File: config.mk
export PLATFORM = sky130hd
export DESIGN_NAME = dma_frame_buffer_rotation
export DESIGN_NICKNAME = d
export VERILOG_FILES = /design/src/rtl/core/dfbr_pkg.sv /design/src/rtl/core/dfbr_cfg.sv /design/src/rtl/core/dfbr_slot.sv /design/src/rtl/core/dma_frame_buffer_rotation.sv
export SDC_FILE = /design/constraint.sdc
export NUM_CORES = 2
export LEC_CHECK = 0
export ABC_AREA = 1
export ABC_CLOCK_PERIOD_IN_PS = 6400
export BUFFER_PORTS_ARGS = -buffer_cell sky130_fd_sc_hd__buf_2
export CAP_MARGIN = 20
export CORE_MARGIN = 2
export CORE_UTILIZATION = 50
export DETAILED_ROUTE_END_ITERATION = 16
export PLACE_DENSITY_LB_ADDON = 0.25
export SETUP_SLACK_MARGIN = 0.05
export SKIP_LAST_GASP = 1
export SLEW_MARGIN = 20
export SYNTH_ARGS = -nofsm -noshare
export SYNTH_HDL_FRONTEND = slang
export SYNTH_SLANG_ARGS = --single-unit
export TNS_END_PERCENT = 10
File: constraint.sdc
create_clock -name clk_i -period 6.4 [get_ports clk_i]
set_input_delay 1.28 -clock clk_i [delete_from_list [all_inputs] [get_ports clk_i]]
set_output_delay 1.28 -clock clk_i [all_outputs]
set_load 0.1 [all_outputs]
File: src/rtl/core/dfbr_pkg.sv
// ----------------------------------------------------------------------------
// dfbr_pkg: shared types and constants for the frame buffer rotation block
// Widths, reset values, register codes and buffer address helpers.
// ----------------------------------------------------------------------------
package dfbr_pkg;

  localparam int unsigned BUFFER_COUNT = 4;
  localparam int unsigned IDX_W        = $clog2(BUFFER_COUNT);

  localparam int unsigned ADDR_W     = 32;
  localparam int unsigned WIDTH_W    = 12;
  localparam int unsigned HEIGHT_W   = 12;
  localparam int unsigned BASE_W     = 28;
  localparam int unsigned BYTES_W    = 26;
  localparam int unsigned EXP_W      = WIDTH_W + HEIGHT_W + 1;
  localparam int unsigned LIM_W      = ADDR_W + 1;
  localparam int unsigned CFG_DATA_W = 28;
  localparam int unsigned CFG_IDX_W  = 2;
  localparam int unsigned NEWEST_W   = 2;

  localparam logic [ADDR_W-1:0] LOW_MASK = 32'h0fff_ffff;

  localparam logic [WIDTH_W-1:0]  RESET_WIDTH  = 12'd1920;
  localparam logic [HEIGHT_W-1:0] RESET_HEIGHT = 12'd1080;
  localparam logic [BASE_W-1:0]   RESET_BASE   = 28'h100_0000;
  localparam logic [BYTES_W-1:0]  RESET_BYTES  = 26'd4147200;

  typedef enum logic [CFG_IDX_W-1:0] {
    CFG_FRAME_WIDTH  = 2'd0,
    CFG_FRAME_HEIGHT = 2'd1,
    CFG_REGION_BASE  = 2'd2,
    CFG_BUFFER_BYTES = 2'd3
  } cfg_reg_e;

  // Live configuration plus the values derived from it.
  typedef struct packed {
    logic [BASE_W-1:0]  base;
    logic [BYTES_W-1:0] bytes;
    logic [EXP_W-1:0]   expected;
    logic [BASE_W-1:0]  lo;
    logic [LIM_W-1:0]   hi;
  } cfg_t;

  // A buffer index together with its start address.
  typedef struct packed {
    logic [IDX_W-1:0]  idx;
    logic [ADDR_W-1:0] start;
  } buf_ref_t;

  typedef struct packed {
    logic [ADDR_W-1:0] new_addr;
    logic              stray;
    logic              bad_length;
  } slot_res_t;

  function automatic logic [ADDR_W-1:0] buf_start(logic [BASE_W-1:0]  base,
                                                  logic [BYTES_W-1:0] bytes,
                                                  logic [IDX_W-1:0]   idx);
    logic [ADDR_W-1:0] ofs;
    ofs = ADDR_W'(bytes) * ADDR_W'(idx);
    return ADDR_W'(base) + ofs;
  endfunction

  function automatic logic [LIM_W-1:0] region_hi(logic [BASE_W-1:0]  lo,
                                                 logic [BYTES_W-1:0] bytes);
    return LIM_W'(lo) + LIM_W'(bytes) * LIM_W'(BUFFER_COUNT);
  endfunction

  // Step the spare buffer by one, wrapping to buffer 0.
  function automatic buf_ref_t next_spare(buf_ref_t           cur,
                                          logic [BASE_W-1:0]  base,
                                          logic [BYTES_W-1:0] bytes);
    buf_ref_t nxt;
    if (cur.idx == IDX_W'(BUFFER_COUNT - 1)) begin
      nxt.idx   = '0;
      nxt.start = ADDR_W'(base);
    end else begin
      nxt.idx   = cur.idx + IDX_W'(1);
      nxt.start = cur.start + ADDR_W'(bytes);
    end
    return nxt;
  endfunction

  localparam logic [IDX_W-1:0] RESET_SLOT0  = IDX_W'(0);
  localparam logic [IDX_W-1:0] RESET_SLOT1  = IDX_W'(1);
  localparam logic [IDX_W-1:0] RESET_SPARE  = IDX_W'(2);
  localparam logic [IDX_W-1:0] RESET_LATEST = IDX_W'(3);

  localparam logic [ADDR_W-1:0] RESET_START0 = buf_start(RESET_BASE, RESET_BYTES, RESET_SLOT0);
  localparam logic [ADDR_W-1:0] RESET_START1 = buf_start(RESET_BASE, RESET_BYTES, RESET_SLOT1);
  localparam logic [ADDR_W-1:0] RESET_STARTS = buf_start(RESET_BASE, RESET_BYTES, RESET_SPARE);

endpackage

File: src/rtl/core/dfbr_cfg.sv
// ----------------------------------------------------------------------------
// dfbr_cfg: configuration registers
// Holds the four registers and the expected frame length and region limits.
// ----------------------------------------------------------------------------
module dfbr_cfg (
  input  logic                           clk_i,
  input  logic                           rst_ni,
  input  logic                           cfg_valid_i,
  output logic                           cfg_ready_o,
  input  logic [dfbr_pkg::CFG_IDX_W-1:0]  cfg_index_i,
  input  logic [dfbr_pkg::CFG_DATA_W-1:0] cfg_data_i,
  output dfbr_pkg::cfg_t                 cfg_o,
  output dfbr_pkg::cfg_t                 cfg_nxt_o,
  output logic                           cfg_we_o
);
  import dfbr_pkg::*;

  logic [WIDTH_W-1:0]  width_q, width_d;
  logic [HEIGHT_W-1:0] height_q, height_d;
  logic [BASE_W-1:0]   base_q, base_d;
  logic [BYTES_W-1:0]  bytes_q, bytes_d;
  logic [EXP_W-1:0]    expected_q, expected_d;
  logic [LIM_W-1:0]    hi_q, hi_d;

  assign cfg_ready_o = 1'b1;
  assign cfg_we_o    = cfg_valid_i;

  always_comb begin
    width_d  = width_q;
    height_d = height_q;
    base_d   = base_q;
    bytes_d  = bytes_q;
    if (cfg_valid_i) begin
      unique case (cfg_index_i)
        CFG_FRAME_WIDTH:  width_d  = cfg_data_i[WIDTH_W-1:0];
        CFG_FRAME_HEIGHT: height_d = cfg_data_i[HEIGHT_W-1:0];
        CFG_REGION_BASE:  base_d   = cfg_data_i[BASE_W-1:0];
        CFG_BUFFER_BYTES: bytes_d  = cfg_data_i[BYTES_W-1:0];
        default: ;
      endcase
    end
    // two bytes per pixel
    expected_d = (EXP_W'(width_d) * EXP_W'(height_d)) << 1;
    hi_d       = region_hi(base_d, bytes_d);
  end

  always_ff @(posedge clk_i or negedge rst_ni) begin
    if (!rst_ni) begin
      width_q    <= RESET_WIDTH;
      height_q   <= RESET_HEIGHT;
      base_q     <= RESET_BASE;
      bytes_q    <= RESET_BYTES;
      expected_q <= (EXP_W'(RESET_WIDTH) * EXP_W'(RESET_HEIGHT)) << 1;
      hi_q       <= region_hi(RESET_BASE, RESET_BYTES);
    end else begin
      width_q    <= width_d;
      height_q   <= height_d;
      base_q     <= base_d;
      bytes_q    <= bytes_d;
      expected_q <= expected_d;
      hi_q       <= hi_d;
    end
  end

  // Base is 28 bits wide, so the masked base equals the base itself.
  assign cfg_o.base     = base_q;
  assign cfg_o.bytes    = bytes_q;
  assign cfg_o.expected = expected_q;
  assign cfg_o.lo       = base_q;
  assign cfg_o.hi       = hi_q;

  assign cfg_nxt_o.base     = base_d;
  assign cfg_nxt_o.bytes    = bytes_d;
  assign cfg_nxt_o.expected = expected_d;
  assign cfg_nxt_o.lo       = base_d;
  assign cfg_nxt_o.hi       = hi_d;

endmodule

File: src/rtl/core/dfbr_slot.sv
// ----------------------------------------------------------------------------
// dfbr_slot: service of one DMA slot
// Checks length and region, rotates buffers on a complete frame.
// ----------------------------------------------------------------------------
module dfbr_slot (
  input  logic                            pending_i,
  input  logic [dfbr_pkg::ADDR_W-1:0]     addr_i,
  input  dfbr_pkg::cfg_t                  cfg_i,
  input  dfbr_pkg::buf_ref_t              slot_i,
  input  dfbr_pkg::buf_ref_t              spare_i,
  input  logic [dfbr_pkg::IDX_W-1:0]      latest_i,
  output dfbr_pkg::buf_ref_t              slot_o,
  output dfbr_pkg::buf_ref_t              spare_o,
  output logic [dfbr_pkg::IDX_W-1:0]      latest_o,
  output dfbr_pkg::slot_res_t             res_o
);
  import dfbr_pkg::*;

  logic [ADDR_W-1:0] len;
  logic              match;
  logic              take;

  assign len   = addr_i - (slot_i.start & LOW_MASK);
  assign match = (len == ADDR_W'(cfg_i.expected));
  assign take  = pending_i && match;

  always_comb begin
    slot_o   = slot_i;
    spare_o  = spare_i;
    latest_o = latest_i;
    if (take) begin
      latest_o = slot_i.idx;
      slot_o   = spare_i;
      spare_o  = next_spare(spare_i, cfg_i.base, cfg_i.bytes);
    end
  end

  assign res_o.new_addr   = pending_i ? slot_o.start : '0;
  assign res_o.stray      = pending_i && ((LIM_W'(addr_i) < LIM_W'(cfg_i.lo)) ||
                                          (LIM_W'(addr_i) > cfg_i.hi));
  assign res_o.bad_length = pending_i && !match;

endmodule

File: src/rtl/core/dma_frame_buffer_rotation.sv
// ----------------------------------------------------------------------------
// dma_frame_buffer_rotation: four-buffer rotation behind two capture DMA slots
// Turns DMA interrupt events into re-arm addresses and the newest frame index.
// ----------------------------------------------------------------------------
// One item is one interrupt event. The block takes one item per clock while
// the master side takes results; each item passes through the input register
// and then the result register, and a stall holds it in either register.
// The rate is set by the slot logic between those two registers, which
// handles slot 0 and then slot 1 in the same cycle; the buffer owner state
// updates as each item leaves the input register, so the next item sees it.
// The result register and the input register form a two-entry pipe, so a
// stalled master side still lets one further item in. The expected frame
// length (width * height * 2), the region limits and the start address of
// each owned buffer are computed when a register is written, so they are
// ready for the next item. Write configuration only while no item is in
// flight. newest_frame carries the low two bits of the buffer index.
// ----------------------------------------------------------------------------
module dma_frame_buffer_rotation (
  input  logic                            clk_i,
  input  logic                            rst_ni,
  // config write channel
  input  logic                            cfg_valid_i,
  output logic                            cfg_ready_o,
  input  logic [dfbr_pkg::CFG_IDX_W-1:0]  cfg_index_i,
  input  logic [dfbr_pkg::CFG_DATA_W-1:0] cfg_data_i,
  // event stream in
  input  logic                            s_axis_tvalid_i,
  output logic                            s_axis_tready_o,
  // [31:0] first_end_address, [63:32] second_end_address
  input  logic [63:0]                     s_axis_tdata_i,
  // [0] first_pending, [1] second_pending
  input  logic [1:0]                      s_axis_tuser_i,
  // result stream out
  output logic                            m_axis_tvalid_o,
  input  logic                            m_axis_tready_i,
  // [31:0] first_new_address, [63:32] second_new_address, [65:64] newest_frame,
  // [66] first_stray, [67] second_stray, [68] first_bad_length,
  // [69] second_bad_length, [71:70] zero
  output logic [71:0]                     m_axis_tdata_o,
  // [0] first_rearm, [1] second_rearm
  output logic [1:0]                      m_axis_tuser_o
);
  import dfbr_pkg::*;

  cfg_t cfg, cfg_nxt;
  logic cfg_we;

  dfbr_cfg u_cfg (
    .clk_i       (clk_i),
    .rst_ni      (rst_ni),
    .cfg_valid_i (cfg_valid_i),
    .cfg_ready_o (cfg_ready_o),
    .cfg_index_i (cfg_index_i),
    .cfg_data_i  (cfg_data_i),
    .cfg_o       (cfg),
    .cfg_nxt_o   (cfg_nxt),
    .cfg_we_o    (cfg_we)
  );

  // Input register
  logic              in_valid_q;
  logic              in_p0_q, in_p1_q;
  logic [ADDR_W-1:0] in_a0_q, in_a1_q;

  // Buffer ownership
  buf_ref_t         slot0_q, slot1_q, spare_q;
  logic [IDX_W-1:0] latest_q;

  // Result register
  logic              out_valid_q;
  logic              out_rearm0_q, out_rearm1_q;
  slot_res_t         out_res0_q, out_res1_q;
  logic [NEWEST_W-1:0] out_newest_q;

  logic advance;
  logic s_accept;

  assign advance         = in_valid_q && (!out_valid_q || m_axis_tready_i);
  assign s_axis_tready_o = !in_valid_q || advance;
  assign s_accept        = s_axis_tvalid_i && s_axis_tready_o;

  // Slot 0 first, then slot 1 on what slot 0 leaves behind.
  buf_ref_t         slot0_nxt, slot1_nxt, spare_mid, spare_nxt;
  logic [IDX_W-1:0] latest_mid, latest_nxt;
  slot_res_t        res0, res1;

  dfbr_slot u_slot0 (
    .pending_i (in_p0_q),
    .addr_i    (in_a0_q),
    .cfg_i     (cfg),
    .slot_i    (slot0_q),
    .spare_i   (spare_q),
    .latest_i  (latest_q),
    .slot_o    (slot0_nxt),
    .spare_o   (spare_mid),
    .latest_o  (latest_mid),
    .res_o     (res0)
  );

  dfbr_slot u_slot1 (
    .pending_i (in_p1_q),
    .addr_i    (in_a1_q),
    .cfg_i     (cfg),
    .slot_i    (slot1_q),
    .spare_i   (spare_mid),
    .latest_i  (latest_mid),
    .slot_o    (slot1_nxt),
    .spare_o   (spare_nxt),
    .latest_o  (latest_nxt),
    .res_o     (res1)
  );

  // Control: pipe valids and buffer ownership.
  always_ff @(posedge clk_i or negedge rst_ni) begin
    if (!rst_ni) begin
      in_valid_q    <= 1'b0;
      out_valid_q   <= 1'b0;
      slot0_q.idx   <= RESET_SLOT0;
      slot0_q.start <= RESET_START0;
      slot1_q.idx   <= RESET_SLOT1;
      slot1_q.start <= RESET_START1;
      spare_q.idx   <= RESET_SPARE;
      spare_q.start <= RESET_STARTS;
      latest_q      <= RESET_LATEST;
    end else begin
      if (s_accept) begin
        in_valid_q <= 1'b1;
      end else if (advance) begin
        in_valid_q <= 1'b0;
      end

      if (advance) begin
        out_valid_q <= 1'b1;
      end else if (m_axis_tready_i) begin
        out_valid_q <= 1'b0;
      end

      if (cfg_we) begin
        // recompute start addresses of the owned buffers from the new layout
        slot0_q.start <= buf_start(cfg_nxt.base, cfg_nxt.bytes, slot0_q.idx);
        slot1_q.start <= buf_start(cfg_nxt.base, cfg_nxt.bytes, slot1_q.idx);
        spare_q.start <= buf_start(cfg_nxt.base, cfg_nxt.bytes, spare_q.idx);
      end else if (advance) begin
        slot0_q  <= slot0_nxt;
        slot1_q  <= slot1_nxt;
        spare_q  <= spare_nxt;
        latest_q <= latest_nxt;
      end
    end
  end

  // Payload: hold while stalled.
  always_ff @(posedge clk_i) begin
    if (s_accept) begin
      in_p0_q <= s_axis_tuser_i[0];
      in_p1_q <= s_axis_tuser_i[1];
      in_a0_q <= s_axis_tdata_i[31:0];
      in_a1_q <= s_axis_tdata_i[63:32];
    end
    if (advance) begin
      out_rearm0_q <= in_p0_q;
      out_rearm1_q <= in_p1_q;
      out_res0_q   <= res0;
      out_res1_q   <= res1;
      out_newest_q <= NEWEST_W'(latest_nxt);
    end
  end

  assign m_axis_tvalid_o = out_valid_q;
  assign m_axis_tuser_o  = {out_rearm1_q, out_rearm0_q};
  assign m_axis_tdata_o  = {2'b00,
                            out_res1_q.bad_length, out_res0_q.bad_length,
                            out_res1_q.stray, out_res0_q.stray,
                            out_newest_q,
                            out_res1_q.new_addr, out_res0_q.new_addr};

`ifndef NO_ASSERTIONS
  // A result only appears after an item sat in the input register.
  a_out_from_in : assert property (@(posedge clk_i) disable iff (!rst_ni)
    (out_valid_q && !$past(out_valid_q)) |-> $past(in_valid_q))
    else $error("result appeared without a pending item");

  // The rearm flag of a result follows the pending flag of its item.
  a_rearm_follows : assert property (@(posedge clk_i) disable iff (!rst_ni)
    advance |=> (out_rearm0_q == $past(in_p0_q)) && (out_rearm1_q == $past(in_p1_q)))
    else $error("rearm flag does not match pending flag");

  // Newest frame changes only when an item is processed.
  a_latest_stable : assert property (@(posedge clk_i) disable iff (!rst_ni)
    !advance |=> $stable(latest_q))
    else $error("latest buffer moved without an item");

  // A bad length is only reported for a slot that is re-armed.
  a_bad_needs_rearm : assert property (@(posedge clk_i) disable iff (!rst_ni)
    out_valid_q |-> !((out_res0_q.bad_length && !out_rearm0_q) ||
                      (out_res1_q.bad_length && !out_rearm1_q)))
    else $error("bad length on an idle slot");
`endif

endmodule
* Word-level counts from Yosys, hierarchy flattened
Index checks and enable logic that the tools add are counted.
** Storage, ports and cells
- Register bits after elaboration :: 379
- Bits of input ports :: 101
- Output and inout port bits :: 77
- Logic and storage cells :: 103
** Cells by class
- Add/sub/neg operators :: 10
- $mul :: 4
- $lt $le $gt $ge :: 4
- Equal/unequal tests :: 7
- Mux-type cells :: 26
- Bitwise operators :: 1
- Reduce and logical (&&, ||, !) cells :: 23
** Operators with widths (number)
- 32-bit two-way mux :: 8
- 34-bit two-way mux :: 4
- 28-bit by 28-bit adder with 29-bit output :: 4
- 26-bit by 2-bit multiplier with 28-bit output :: 3
- 32-bit by 33-bit greater-than comparator with 1-bit output :: 2
- 32-bit by 26-bit adder with 32-bit output :: 2
- 32-bit by 25-bit == test with 1-bit output :: 2
- 32-bit by 28-bit < comparator with 1-bit output :: 2
- 32-bit by 28-bit subtractor with 32-bit output :: 2
- 28-bit two-way mux :: 2
- 26-bit two-way mux :: 2
- 12-bit two-way mux :: 4
- 12-bit by 12-bit multiplier with 24-bit output :: 1
- 2-bit == test (second input constant) :: 4
- 1-bit logical AND :: 8
- 3-bit AND reduction :: 2
- 2-bit nonzero test :: 3
- 2-bit by 1-bit adder with 2-bit output (second input constant) :: 2
- 1-bit logical NOT :: 4
- 1-bit logical OR :: 4
- 1-bit two-way mux :: 4
- 2-bit two-way mux :: 2
- 2-bit by 1-bit == test with 1-bit output (second input constant) :: 1
- 2-bit logical NOT :: 1
- 2 further kinds :: 2

* Logic depth before layout (Yosys ltp)
- Depth after elaboration :: 9
- Depth in mapped cells :: 44
- Mapped depth without buffers :: 43

* Cells and area by module
Synthesis repeated with hierarchy kept, for this count alone.
** Second synthesis, totals
- Cells, all modules :: 6699
- Area total of the unflattened synthesis :: 44767.9 µm²
** Modules (own cells, without submodules)
- dma_frame_buffer_rotation :: times used 1, cells each 2323, area each 17789.6 µm²
- dfbr_cfg :: times used 1, cells each 1449, area each 11614.9 µm²
- dfbr_slot (u_slot1) :: times used 1, cells each 1499, area each 8044.0 µm²
- dfbr_slot (u_slot0) :: times used 1, cells each 1428, area each 7319.5 µm²

* Worst setup path before layout
OpenSTA, ideal clock, no wires.
- Path type :: input -> register
- From :: input port cfg_valid_i
- To :: register u_cfg.expected_q[23]
- Setup time :: 122 ps
- Arrival :: 7098 ps
- Data required time :: 6278 ps
- Setup slack :: -820 ps
- Cell stages on the path :: 32
- Path buffers :: 3
- Cells stage by stage :: clkbuf_1 > inv_1 > nor2_1 > nand2_1 > clkbuf_1 > nand2_1 > o21ai_0 > inv_1 > clkbuf_1 > nand2_1 > fa_1 > inv_1 > fa_1 > inv_1 > fa_1 > inv_1 > fa_1 > fa_1 > ha_1 > nand2_1 > o21ai_0 > a21oi_1 > o21ai_0 > a21oi_1 > o21bai_1 > a21o_1 > a21oi_1 > o21ai_0 > a21oi_1 > nor2_1 > nor2_1 > xnor2_1
** RTL lines
- from (decl) :: line dma_frame_buffer_rotation.sv:22 : input logic cfg_valid_i,
- to (signal assigned) :: line dfbr_cfg.sv:53 : expected_q <= (EXP_W'(RESET_WIDTH) * EXP_W'(RESET_HEIGHT)) << 1;
- to (signal assigned) :: line dfbr_cfg.sv:60 : expected_q <= expected_d;
- to (decl) :: line dfbr_cfg.sv:22 : logic [EXP_W-1:0] expected_q, expected_d;

==> results.md <==
* Status: completed
* Vias post-DR at 38100
* Worst Hold Class: flip-flop to flip-flop
* Data required, critical path at 6.91 ns
* Ys async rst share at a little over three fifths
* Initial antenna violation count at 3
* Pwr per Cell Area at 665 nW/um^2
* Cell row count at 101
* Total CTS buffers at 47
* Largest net degree at the start of global routing at 127
* Slew margin rel. at a little over a quarter
* Worst Clk Skew at between 0.03 and 0.04 ns
* PortBufs at 174
* Post-synth top area cell: nand2_1
* Die H at ~280 microns
* Worst-skew pair later-pin latency at roughly 0.64 ns
* Worst Setup Start Kind: primary input
* Slowest stage delay, CP at between 0.5 and 0.6 ns
* Share of cells above drive strength 1 at 15.7%
* Most used DFF post-synth: dfrtp_1
* Vias per cell at 5.52
* Crit path max fanout at 7
* Syn Inst Count at 5267
* Reg clk slew, reported paths at ~0.060 ns
* Post-DP HPWL at 125000 microns
* Final setup viols at 0
* # hold bufs at CTS at 0
* Setup TNS at 0 ns
* TritonRoute pass-1 iters at 9
* RSZ-0062 raised after global routing: yes
* CP arrival at 6.65 ns
* Sequential area share after synthesis at a little over a quarter
* Total core area at roughly 76000 sq um
* Synthesis-to-layout area growth at 19.1%
* Final hold slack at between 0.4 and 0.5 ns
* Top-count cell post-synth: nand2_1
* CTS tree: yes
* DRT iter0 DRCs at roughly 4300
* Vias in the first global route at roughly 36000
* Synth top area share at about 14%
* WL final at roughly 150000 microns
* CTS sink count at 373
* Part of the cycle the worst path needs at between 90% and 100%
* Final Util at 60.1%
* Final Hold Vio Count at 0
* Final Slew Violations at 0
* Num ports at 178
* FILL cells at between 7000 and 8000
* Unique cell type count in the Yosys netlist at 63
* DRC errors left at 0
* Die ar. at 78800 sq um
* Max Cap Viol at 0
* Worst setup EP type: flip-flop
* Die X-Extent at around 280 microns
* Layout Nets at 6514
* Clock Tree Root: clkbuf_16
* Post-synth EDFFs at ~140
* CTS max path bufs at 3
* Worst Tran Pin Value at about 1.1 ns
* Gr ovfl total at 0
* Peak Freq at between 150 and 200 MHz
* Mapped Area at 38300 sq um
* Detail Route Antenna Nets at 0
* H-tree depth at 2
* Crit path time final at around 6.1 ns
* Post-synthesis register bit count at 373
* Commonest cells in the netlist: nand2_1 (1383), inv_1 (944), ha_1 (398), nor2_1 (383), a21oi_1 (367)
* Ranking of synthesized cells by area: nand2_1 (14%), ha_1 (13%), dfrtp_1 (12%)
* Critical path class: primary input to flip-flop
* WL/cell at about 22 microns
* Synth Warn # at 0
* Pleak at 0.0241 uW
* Maximum VDD drop at around 1.5 mV
* Starting density of the core at approximately half
* First-pass GRT wire length at about 220000 microns
* Synthesized area per cell at 7.27 sq um
* Worst path slowest cell: fa_2
* GPL Wtd Cong at ~1.1
* GRT Overall Usage at between 30% and 40%
-- routing by layer --
metal,up-vias,share of wire (%),GRT usage [%]
met4,2,4.7,15.6
li1,18100,-,-
met2,1870,42,56.7
met5,-,0.0086,0
met3,260,12,9.15
met1,17900,42,53.2
-- path summary, 6_finish.rpt --
path | from | end | slack [ns] | cells after the start
setup / recovery | cfg_valid_i | u_cfg.expected_q[23] | 0.26 | 31
hold / removal | latest_q[0] | latest_q[0] | 0.47 | 2
setup reg to reg | in_a0_q[13] | spare_q[31] | 0.31 | 36
hold reg to reg | latest_q[0] | latest_q[0] | 0.47 | 2
max in group asynchronous | rst_ni | slot0_q[3] | 4.47 | 2
min in group asynchronous | rst_ni | u_cfg.base_q[20] | 0.63 | 1
-- layout make-up --
cell class                 count  area (sq um)  area share, %
multi-input combinational   3806         24300           53.4
sequential                   373         10100           22.1
timing repair buffer         646          4590           10.1
inverter                     958          3610           7.91
tap                         1030          1290           2.83
clock buffer                  51          1240           2.73
clock inverter                37           432          0.946
antenna                        2          5.00         0.0110
-- kinds of logic (layout without fill, tap and decap cells) --
family	count (synthesis)	after routing	synth area share, %
other cells	2	5	0.0196
mux	2	2	0.0555
xor+xnor	156	156	3.60
fa+ha+maj	581	581	22.6
flops	373	373	26.4
simple gates	2096	2097	22.2
buf+inv	1090	1692	11.1
compound gates	967	967	14.1
-- worst max-delay path, delay by kind of cell --
kind	cells	cell delay, ns
XOR/XNOR	1	0.12
buffers and inverters	7	0.62
adder cells (fa/ha/maj)	6	2.83
AND/OR/NAND/NOR	8	0.78
AO/OA/AOI/OAI	9	1.01
-- cell usage in the layout (no fill, tap or decap), types with 57 or more instances in the layout --
master	netlist	layout
nor2_1	383	380
a21oi_1	367	354
nand3_1	168	167
edfxtp_1	138	138
dfstp_2	57	57
inv_1	944	932
nand2_1	1383	1370
o21ai_1	64	71
o21ai_0	322	297
fa_1	183	180
ha_1	398	390
buf_4	10	454
buf_2	8	172
xor2_1	88	88
dfrtp_1	178	178
xnor2_1	67	67
-- sequential cells by signal, summed over array words and instances (netlist names) --
register and count:
u_cfg.base_q 28, u_cfg.expected_q 24, in_p1_q 1, u_cfg.height_q 12, m_axis_tdata_o 68, u_cfg.bytes_q 26
slot1_q 34, in_p0_q 1, out_rearm1_q 1, in_a1_q 32, in_a0_q 32, out_rearm0_q 1
out_newest_q 2, u_cfg.hi_q 27, in_valid_q 1, latest_q 2, spare_q 34, slot0_q 34
u_cfg.width_q 12, m_axis_tvalid_o 1
-- timing repair --
item / in CTS / in global routing
setup buffers: 0 / 6
gates resized for setup: 0 / 62
setup endpoints to repair: 0 / 18
-- metrics by stage --
stage                     cell area [sq um]  power, uW  cells  setup slack, ns
after floorplan                       38600      17500   5268           -0.314
after global placement                43700      25400   6806           -0.477
after detailed placement              43700      25800   6806           -0.579
after CTS                             45300      28800   6894           0.0642
after global routing                  45600      33100   6901          -0.0331
final                                 45600      30300   6903            0.262
-- where the power goes --
group	total, uW	internal (uW)	switching (uW)
combinational	23300	10600	12700
sequential	4150	3400	744
clock	2920	1650	1270
total	30300	15700	14700
Note: power is estimated with default switching activity, not from simulation.
